**config.mk**
```make
export PLATFORM = sky130hd
export DESIGN_NAME = upc_bar_width_capture
export DESIGN_NICKNAME = d
export VERILOG_FILES = /design/src/hw/rtl/upcbw_pkg.sv /design/src/hw/rtl/upc_bar_width_capture.sv
export SDC_FILE = /design/constraint.sdc
export NUM_CORES = 1
export LEC_CHECK = 0
export BUFFER_PORTS_ARGS = -buffer_cell sky130_fd_sc_hd__buf_2
export CORE_MARGIN = 2
export CORE_UTILIZATION = 40
export CTS_BUF_LIST = sky130_fd_sc_hd__clkbuf_8
export DETAILED_ROUTE_END_ITERATION = 7
export PLACE_DENSITY = 0.6
export SLEW_MARGIN = 20
export SYNTH_ARGS = -nofsm -noshare
export SYNTH_HDL_FRONTEND = slang
export SYNTH_SLANG_ARGS = --single-unit
```
**constraint.sdc**
```tcl
create_clock -name clk -period 5.5 [get_ports clk]
set_input_delay 1.1 -clock clk [delete_from_list [all_inputs] [get_ports clk]]
set_output_delay 1.1 -clock clk [all_outputs]
set_load 0.05 [all_outputs]
```
**src/hw/rtl/upcbw_pkg.sv**
```systemverilog
// shared types and constants for the upc bar width capture block
package upcbw_pkg;

	// scan phase codes
	typedef enum logic [2:0] {
		PH_WAIT   = 3'd0,
		PH_LGUARD = 3'd1,
		PH_LDIGIT = 3'd2,
		PH_CGUARD = 3'd3,
		PH_RDIGIT = 3'd4,
		PH_RGUARD = 3'd5
	} phase_t;

	// result kinds
	typedef enum logic {
		EV_DIGIT    = 1'b0,
		EV_COMPLETE = 1'b1
	} event_t;

	localparam int DIGIT_TOTAL  = 12;
	localparam int DIGIT_W      = 4;
	localparam int EDGE_W       = 3;
	localparam int RUN_W        = 16;
	localparam int TIMEOUT_W    = 16;
	localparam int LEN_OUT_W    = 16;
	localparam int ELEM_STORED  = 3;

	localparam logic [EDGE_W-1:0]    GUARD_EDGES  = 3'd3;
	localparam logic [EDGE_W-1:0]    DIGIT_EDGES  = 3'd4;
	localparam logic [EDGE_W-1:0]    CENTRE_EDGES = 3'd5;
	localparam logic [EDGE_W-1:0]    EDGE_MAX     = 3'd7;
	localparam logic [EDGE_W-1:0]    FOURTH_SLOT  = 3'd3;
	localparam logic [DIGIT_W-1:0]   HALF_DIGITS  = 4'd6;
	localparam logic [DIGIT_W-1:0]   ALL_DIGITS   = 4'd12;
	localparam logic [TIMEOUT_W-1:0] TIMEOUT_RESET = 16'd80;

endpackage

```
**src/hw/rtl/upc_bar_width_capture.sv**
```systemverilog
// upc-a bar width capture: run length measurement and guard/digit phase tracking
// an accepted sample sits in the input register and its result is loaded into the
//   output register when stage 1 moves on
// throughput: one sample per cycle while results are taken; a stalled result only
//   holds back a sample that itself produces a result
// reset: async active low, clears phase, levels, counters, lengths and timeout to 80
module upc_bar_width_capture
	import upcbw_pkg::*;
#(
	parameter int LENGTH_BITS = 16
) (
	input  logic                 clk,
	input  logic                 arst_n,
	input  logic                 cfg_valid,
	output logic                 cfg_ready,
	input  logic [TIMEOUT_W-1:0] cfg_data,
	input  logic                 in_valid,
	output logic                 in_ready,
	input  logic                 sample,
	output logic                 out_valid,
	input  logic                 out_ready,
	output logic                 event_res,
	output logic [DIGIT_W-1:0]   digit_index,
	output logic [LEN_OUT_W-1:0] width_first,
	output logic [LEN_OUT_W-1:0] width_second,
	output logic [LEN_OUT_W-1:0] width_third,
	output logic [LEN_OUT_W-1:0] width_fourth
);

	localparam int CW = (LENGTH_BITS > RUN_W) ? LENGTH_BITS : RUN_W;

	// configuration
	logic [TIMEOUT_W-1:0] timeout_q;

	// input stage
	logic sample_valid_s1;
	logic sample_s1;

	// scan state
	phase_t                 phase_q;
	logic                   level_q;
	logic [RUN_W-1:0]       run_q;
	logic [EDGE_W-1:0]      edge_q;
	logic [DIGIT_W-1:0]     digit_q;
	logic [LENGTH_BITS-1:0] lens_q [ELEM_STORED];

	// result register
	logic                   out_valid_q;
	event_t                 event_q;
	logic [DIGIT_W-1:0]     index_q;
	logic [LENGTH_BITS-1:0] w1_q, w2_q, w3_q, w4_q;

	// next-state logic
	logic                   edge_seen;
	logic [EDGE_W-1:0]      edge_cnt;
	logic [CW-1:0]          run_ext;
	logic [CW-1:0]          len_top;
	logic [CW-1:0]          clip_w;
	logic [LENGTH_BITS-1:0] clip_len;
	logic [LENGTH_BITS-1:0] fourth_len;
	logic [LENGTH_BITS-1:0] lens_n [ELEM_STORED];
	logic [RUN_W:0]         run_inc;
	logic [DIGIT_W-1:0]     digit_inc;
	phase_t                 phase_n;
	logic [EDGE_W-1:0]      edge_n;
	logic [DIGIT_W-1:0]     digit_n;
	logic [RUN_W-1:0]       run_n;
	logic                   res;
	event_t                 res_ev;
	logic                   adv;

	// config write is taken at any time
	assign cfg_ready = 1'b1;

	always_ff @(posedge clk or negedge arst_n) begin
		if (!arst_n) begin
			timeout_q <= TIMEOUT_RESET;
		end else if (cfg_valid) begin
			timeout_q <= cfg_data;
		end
	end

	// handshake: stage 1 moves on unless its result finds the output full
	assign adv       = sample_valid_s1 && (!res || !out_valid_q || out_ready);
	assign in_ready  = !sample_valid_s1 || adv;
	assign out_valid = out_valid_q;

	// input register
	always_ff @(posedge clk or negedge arst_n) begin
		if (!arst_n) begin
			sample_valid_s1 <= 1'b0;
		end else if (in_ready) begin
			sample_valid_s1 <= in_valid;
		end
	end

	always_ff @(posedge clk) begin
		if (in_valid && in_ready) begin
			sample_s1 <= sample;
		end
	end

	// edge detect, saturating element length and edge count
	always_comb begin
		edge_seen = sample_s1 ^ level_q;
		edge_cnt  = (edge_seen && edge_q != EDGE_MAX) ? edge_q + 1'b1 : edge_q;
		run_ext   = CW'(run_q);
		len_top   = {CW{1'b1}} >> (CW - LENGTH_BITS);
		clip_w    = (run_ext > len_top) ? len_top : run_ext;
		clip_len  = LENGTH_BITS'(clip_w);
		for (int i = 0; i < ELEM_STORED; i++) begin
			lens_n[i] = (edge_seen && edge_q == EDGE_W'(i)) ? clip_len : lens_q[i];
		end
		fourth_len = (edge_seen && edge_q == FOURTH_SLOT) ? clip_len : '0;
		run_inc    = edge_seen ? (RUN_W+1)'(1) : {1'b0, run_q} + 1'b1;
		digit_inc  = digit_q + 1'b1;
	end

	// phase machine and timeout
	always_comb begin
		phase_n = phase_q;
		edge_n  = edge_cnt;
		digit_n = digit_q;
		res     = 1'b0;
		res_ev  = EV_DIGIT;
		unique case (phase_q)
			PH_LGUARD: begin
				if (edge_cnt == GUARD_EDGES) begin
					phase_n = PH_LDIGIT;
					edge_n  = '0;
					digit_n = '0;
				end
			end
			PH_LDIGIT, PH_RDIGIT: begin
				if (edge_cnt == DIGIT_EDGES) begin
					res     = 1'b1;
					digit_n = digit_inc;
					edge_n  = '0;
					if (phase_q == PH_LDIGIT && digit_inc == HALF_DIGITS) begin
						phase_n = PH_CGUARD;
					end else if (phase_q == PH_RDIGIT && digit_inc == ALL_DIGITS) begin
						phase_n = PH_RGUARD;
					end
				end
			end
			PH_CGUARD: begin
				if (edge_cnt == CENTRE_EDGES) begin
					phase_n = PH_RDIGIT;
					edge_n  = '0;
				end
			end
			PH_RGUARD: begin
				if (edge_cnt == GUARD_EDGES) begin
					phase_n = PH_WAIT;
					res     = 1'b1;
					res_ev  = EV_COMPLETE;
				end
			end
			default: begin
				phase_n = PH_WAIT;
				if (!level_q && sample_s1) begin
					phase_n = PH_LGUARD;
					edge_n  = '0;
				end
			end
		endcase
		run_n = RUN_W'(run_inc);
		if (run_inc > {1'b0, timeout_q}) begin
			edge_n  = '0;
			run_n   = '0;
			phase_n = PH_WAIT;
		end
	end

	// scan state update
	always_ff @(posedge clk or negedge arst_n) begin
		if (!arst_n) begin
			phase_q <= PH_WAIT;
			level_q <= 1'b0;
			run_q   <= '0;
			edge_q  <= '0;
			digit_q <= '0;
			for (int i = 0; i < ELEM_STORED; i++) begin
				lens_q[i] <= '0;
			end
		end else if (adv) begin
			phase_q <= phase_n;
			level_q <= sample_s1;
			run_q   <= run_n;
			edge_q  <= edge_n;
			digit_q <= digit_n;
			for (int i = 0; i < ELEM_STORED; i++) begin
				lens_q[i] <= lens_n[i];
			end
		end
	end

	// result register valid
	always_ff @(posedge clk or negedge arst_n) begin
		if (!arst_n) begin
			out_valid_q <= 1'b0;
		end else if (adv && res) begin
			out_valid_q <= 1'b1;
		end else if (out_ready) begin
			out_valid_q <= 1'b0;
		end
	end

	// result payload, zeros for scan complete
	always_ff @(posedge clk) begin
		if (adv && res) begin
			event_q <= res_ev;
			if (res_ev == EV_COMPLETE) begin
				index_q <= '0;
				w1_q    <= '0;
				w2_q    <= '0;
				w3_q    <= '0;
				w4_q    <= '0;
			end else begin
				index_q <= digit_q;
				w1_q    <= lens_n[0];
				w2_q    <= lens_n[1];
				w3_q    <= lens_n[2];
				w4_q    <= fourth_len;
			end
		end
	end

	assign event_res    = event_q;
	assign digit_index  = index_q;
	assign width_first  = LEN_OUT_W'(w1_q);
	assign width_second = LEN_OUT_W'(w2_q);
	assign width_third  = LEN_OUT_W'(w3_q);
	assign width_fourth = LEN_OUT_W'(w4_q);

endmodule
```
==> results of run 1 <==
-- cells in the mapped netlist (4+ instances only) --
master    number  share of area [%]
nand3_1       14               0.88
nor3_1         4               0.25
o41ai_1       12                1.3
dfrtp_1       91                 29
mux2_4        30                5.7
nor4_1         4               0.31
inv_1         25                1.2
nor2_1        30                1.4
o31ai_1        5               0.47
ha_1          27                4.2
clkbuf_1      34                1.6
mux2_2        20                2.8
and3_1         4               0.31
xnor2_1        6               0.66
o21ai_0       30                1.9
a21oi_1       59                3.7
and2_1        27                2.1
nand2b_1       8               0.63
xor2_1         8               0.88
nand2_1      151                7.1
buf_2          9               0.57
edfxtp_1      70                 26
-- logic make-up after synthesis --
group	after synthesis	share of synthesized area, %
mux	53	8.87
xor+xnor	14	1.54
fa+ha+maj	27	4.24
simple gates	260	15.0
flops	163	55.7
compound gates	130	10.1
buf+inv	77	4.53
other cells	1	0.0471
-- power by group through the flow --
stage	Combinational [mW]	Clock [mW]	Sequential, mW
final	0.583	0.852	1.44
after detailed placement	0.586	0	1.47
after floorplan	0.449	0	1.47
after global placement	0.580	0	1.47
after CTS	0.589	0.874	1.44
after global routing	0.657	0.917	1.46
-- worst max-delay path, delay by kind of cell (launching register included) --
kind                     cells  cell delay, ps
AO/OA/AOI/OAI                2             240
buffers and inverters        1             250
flip-flops                   1             490
AND/OR/NAND/NOR              3             950
adder cells (fa/ha/maj)      2             580
-- path summary, 6_finish.rpt --
| kind | depth (start not counted) | end | slack [ps] |
|---|---|---|---|
| worst max-delay path | 8 | in_ready | 1450 |
| worst min-delay path | 1 | lens_q[20] | 510 |
| worst max register to register | 15 | edge_q[0] | 1750 |
| worst min register to register | 1 | lens_q[20] | 510 |
| max in group asynchronous | 2 | timeout_q[6] | 3770 |
| min in group asynchronous | 1 | digit_q[1] | 720 |
-- layer usage --
| layer | GRT usage, % | vias to the layer above | wire length, um |
|---|---|---|---|
| li1 | - | 2628 | - |
| met1 | 24.0 | 2532 | 8340 |
| met2 | 24.9 | 140 | 7470 |
| met3 | 3.87 | 17 | 712 |
| met4 | 4.95 | 0 | 250 |
| met5 | 0 | - | 0 |
-- per-stage QoR --
| stage | setup WS [ps] | cells | util [%] | instance area, um^2 | hold slack, ps |
|---|---|---|---|---|---|
| finish | 1450 | 1068 | 45.7 | 8920 | 510 |
| global route | 1280 | 1068 | 45.7 | 8920 | 523 |
| global placement | 1840 | 1036 | 43.7 | 8540 | 483 |
| floorplan | 1250 | 725 | - | 7960 | 459 |
| CTS | 1410 | 1068 | 45.7 | 8920 | 510 |
| detailed placement | 1770 | 1036 | 43.7 | 8540 | 481 |
-- area by class of cell --
type	count	area, um^2	area share, %
Clock buffer	19	262	2.93
Clock inverter	13	121	1.36
Inverter	26	97.6	1.09
Multi-Input combinational cell	485	3180	35.6
Sequential cell	163	4430	49.7
Tap cell	265	332	3.72
Timing Repair Buffer	97	500	5.61
-- registers in the layout, summed over array words and instances, names as in the netlist, 3 cells and up --
| register | flops |
|---|---|
| phase_q | 3 |
| digit_q | 4 |
| edge_q | 3 |
| width_second | 16 |
| width_first | 16 |
| lens_q | 48 |
| width_third | 16 |
| run_ext | 16 |
| width_fourth | 16 |
| digit_index | 4 |
| timeout_q | 16 |
==> results.md, run 1 <==
* Most common cell after layout, fill and taps aside: nand2_1
* Cell repeated most along the worst path: ha_1
* Inserted Diodes at 0
* Max frequency at 247 MHz
* R2r startpoint: run_ext[3]
* Fillers at 1877
* CP max-delay cell: or4_4
* Num CTS Buffers at 17
* P_sw at 0.903 mW
* Final #Nets at 839
* Initial Util at 40.8%
* Final min period at 4050 ps
* #FFs+latches synth at 163
* PortBufs at 92
* Cell area after synthesis at 0.00796 mm^2
* DRT Wirelength at 16.8 mm
* Worst path cell trace: ha_1 > ha_1 > nor4b_2 > a21oi_1 > or4_4 > o21ai_4 > nand3_1 > buf_2
* Pwr per Cell Area at 323 mW/mm^2
* Post-synthesis sequential area ratio at 55.7%
* Post-synth EDFFs at 70
* Vias at 5317
* CP max FO at 8
* Crit share post-route at 73.7%
* Mapped Nets at 774
* Comb pwr share at 20.3%
* Die ar. at 0.0210 mm^2
* CTS tree: built
* DR pass1 iterations at 5
* Slew HR at 40.9%
* Slew Viols, Final at 0
* WS Path Type: flip-flop to output pin
* Clk pwr share at 29.6%
* Residual DRC at 0
* Asr flop ratio synth at 57.1%
* Layout cells sized above 1 at 23.5%
* Post-CTS Hold Buffers at 0
* Sw Share at 31.4%
* Synth Instances at 725
* Post-CTS Resized at 0
* # Post-CTS Setup Buffers at 0
* Hold crit path type: flip-flop to flip-flop
* Sequential power share at 50.1%
* Worst vdd ir at 145 uV
* Leading register cell type out of synthesis: dfrtp_1
* Initial antenna violation count at 0
* Clk_skew at 15.7 ps
* H-tree levels at 4
* First-pass GRT wire length at 27.9 mm
* Layout area overhead at 12.1%
* CP Launch Type: flip-flop
* Ys Warns at 0
* Fin Setup TNS at 0 ps
* RSZ-0062 raised after global routing: false
* Root buf cell: clkbuf_8
* Leak at 4.03 nW
* Status: complete, no violations
* Vias in the first global route at 5254
* Least-Margin Pin Slew at 886 ps
* Number of vias per cell at 4.98
* HPWL after detailed placement at 11.1 mm
* Setup crit end kind: output pin
* DRT iter0 DRCs at 404
* Worst Min Path Start: lens_q[20]
* RePlAce Congestion at 0.762
* Later-pin clock latency in the skew report at 460 ps
* Largest net degree at the start of global routing at 70
* CORE AREA at 0.0195 mm^2
* Top-Level Pins at 94
* Die Y at 145 um
* Reg clk slew, reported paths at 80 ps
* Syn avg cell area at 11.0 um^2
* Final Hold Vio Count at 0
* # setup viols final at 0
* Wirelength per Cell at 15.7 um
* GRT Total Usage at 16.6%
* Critical path arrival at 2950 ps
* Total of max-cap violations at 0
* Int Power at 1.98 mW
* Clk buf depth at 2
* Row cnt at 51
* Post-synthesis cell type count at 57
* Crit path from: edge_q[0]
* Slowest stage delay, CP at 620 ps
* Die Wd at 145 um
* Most frequent cells in the layout: nand2_1, dfrtp_1, buf_2, edfxtp_1, a21oi_1
* ANT nets after route at 0
* CP Data Required Time at 4400 ps
* GRT overflow at 0
* Tot Pwr at 2.88 mW
* CTS sink cnt at 163
No activity file was read; power rests on OpenSTA's default activity.
==> inputs of run 2 (changes only) <==
PLACE_DENSITY = 0.57   (was 0.6)
clock period = 4.2 ns   (was 5.5 ns; I/O delays follow)
==> results.md, run 2 (synthesized netlist as in run 1, its figures left out) <==
* Most frequent cells in the layout: nand2_1, buf_2, dfrtp_1, edfxtp_1, a21oi_1
* Sequential power share at 49.5%
* Status: complete, no violations
* Vias in the first global route at 5535
* Total of max-cap violations at 0
* Reg clk slew, reported paths at 90 ps
* Fillers at 1828
* Int Power at 2.61 mW
* Layout area overhead at 12.7%
* Die ar. at 0.0210 mm^2
* First-pass GRT wire length at 29.2 mm
* HPWL after detailed placement at 11.7 mm
* Root buf cell: clkbuf_8
* Post-CTS Resized at 0
* Most common cell after layout, fill and taps aside: nand2_1
* Critical path arrival at 3050 ps
* Worst vdd ir at 192 uV
* Top-Level Pins at 94
* H-tree levels at 4
* # Post-CTS Setup Buffers at 0
* Slew HR at 44.9%
* Num CTS Buffers at 17
* DR pass1 iterations at 7
* Comb pwr share at 20.7%
* Inserted Diodes at 0
* Setup crit end kind: output pin
* Largest net degree at the start of global routing at 70
* ANT nets after route at 0
* RSZ-0062 raised after global routing: false
* Fin Setup TNS at 0 ps
* Clk buf depth at 2
* Final Hold Vio Count at 0
* CTS sink cnt at 163
* Multi-input gate area at 0.00318 mm^2
* Hold Slack at 317 ps
* RePlAce Congestion at 0.830
* Register Area at 0.00443 mm^2
* CP max FO at 8
* CP Data Required Time at 3360 ps
* # setup viols final at 0
* Die Y at 145 um
* CP Launch Type: flip-flop
* Initial Util at 40.8%
* CORE AREA at 0.0195 mm^2
* Sw Share at 31.7%
* Clk_skew at 14.7 ps
* Initial antenna violation count at 0
* Number of vias per cell at 5.12
* Post-place instance area at 0.00859 mm^2
* Max frequency at 257 MHz
* Post-CTS Hold Buffers at 0
* Slew Viols, Final at 0
* Crit path from: edge_q[0]
* Row cnt at 51
* Placed cell count at 1041
* Hold crit path type: input port to async pin
* Tot Pwr at 3.83 mW
* GRT Total Usage at 17.4%
* Die Wd at 145 um
* Final #Nets at 844
* Leak at 4.04 nW
* PortBufs at 92
* Clk pwr share at 29.9%
* Vias at 5493
* Residual DRC at 0
* R2r startpoint: run_ext[0]
* GRT overflow at 0
* Later-pin clock latency in the skew report at 470 ps
* Crit share post-route at 92.5%
* Final cell count without fillers at 1072
* Layout cells sized above 1 at 24.3%
* Post-route cell area at 0.00897 mm^2
* Final min period at 3890 ps
* CTS tree: built
* Least-Margin Pin Slew at 827 ps
* Pwr per Cell Area at 426 mW/mm^2
* DRT Wirelength at 17.7 mm
* WS Path Type: flip-flop to output pin
* Max reg flops at 48
* Biggest register: lens_q
* DRT iter0 DRCs at 409
* P_sw at 1.21 mW
* Wirelength per Cell at 16.5 um
## run 2: area by class of cell
type / count / share of cell area [%]
clock inverters: 14 / 1.65
clock buffers: 17 / 2.61
repair buffers: 102 / 6.13
well taps: 265 / 3.69
flip-flops and latches: 163 / 49.4
multi-input cells: 485 / 35.4
inverters: 26 / 1.09
## run 2: power by group through the flow
stage               sequential, mW  combinational [mW]  clock (mW)
CTS                           1.89               0.791        1.16
global route                  1.91               0.870        1.23
detailed placement            1.92               0.787           0
finish                        1.89               0.791        1.14
floorplan                     1.92               0.589           0
global placement              1.91               0.770           0
## run 2: path summary, 6_finish.rpt
check	to	slack, ps	cells past startpoint
hold reg to reg	level_q	500	2
setup reg to reg	edge_q[2]	340	15
min in group clk	level_q	500	2
max in group asynchronous	timeout_q[4]	3000	2
hold / removal	digit_q[1]	320	1
setup / recovery	in_ready	310	8
## run 2: metrics by stage
step | setup slack [ps] | util (%)
floorplan | 726 | -
global placement | 366 | 44.0
detailed placement | 239 | 44.0
CTS | 166 | 45.9
global route | 2.46 | 46.0
finish | 313 | 46.0
## run 2: critical path: stages, from the launching register on
cell and delay (ps):
dfrtp_1 500, ha_1 280, ha_1 320, nor4b_2 200, a21oi_1 130, or4_4 630
o21ai_4 130, nand3_1 140, buf_2 250
## run 2: routing by layer
layer  global-route usage (%)  share of wire (%)  vias up
met3                     4.28                6.4       29
met2                     26.0                 43      208
met5                        0                  0        -
met4                     6.42                2.0        0
li1                         -                  -     2639
met1                     24.6                 48     2617
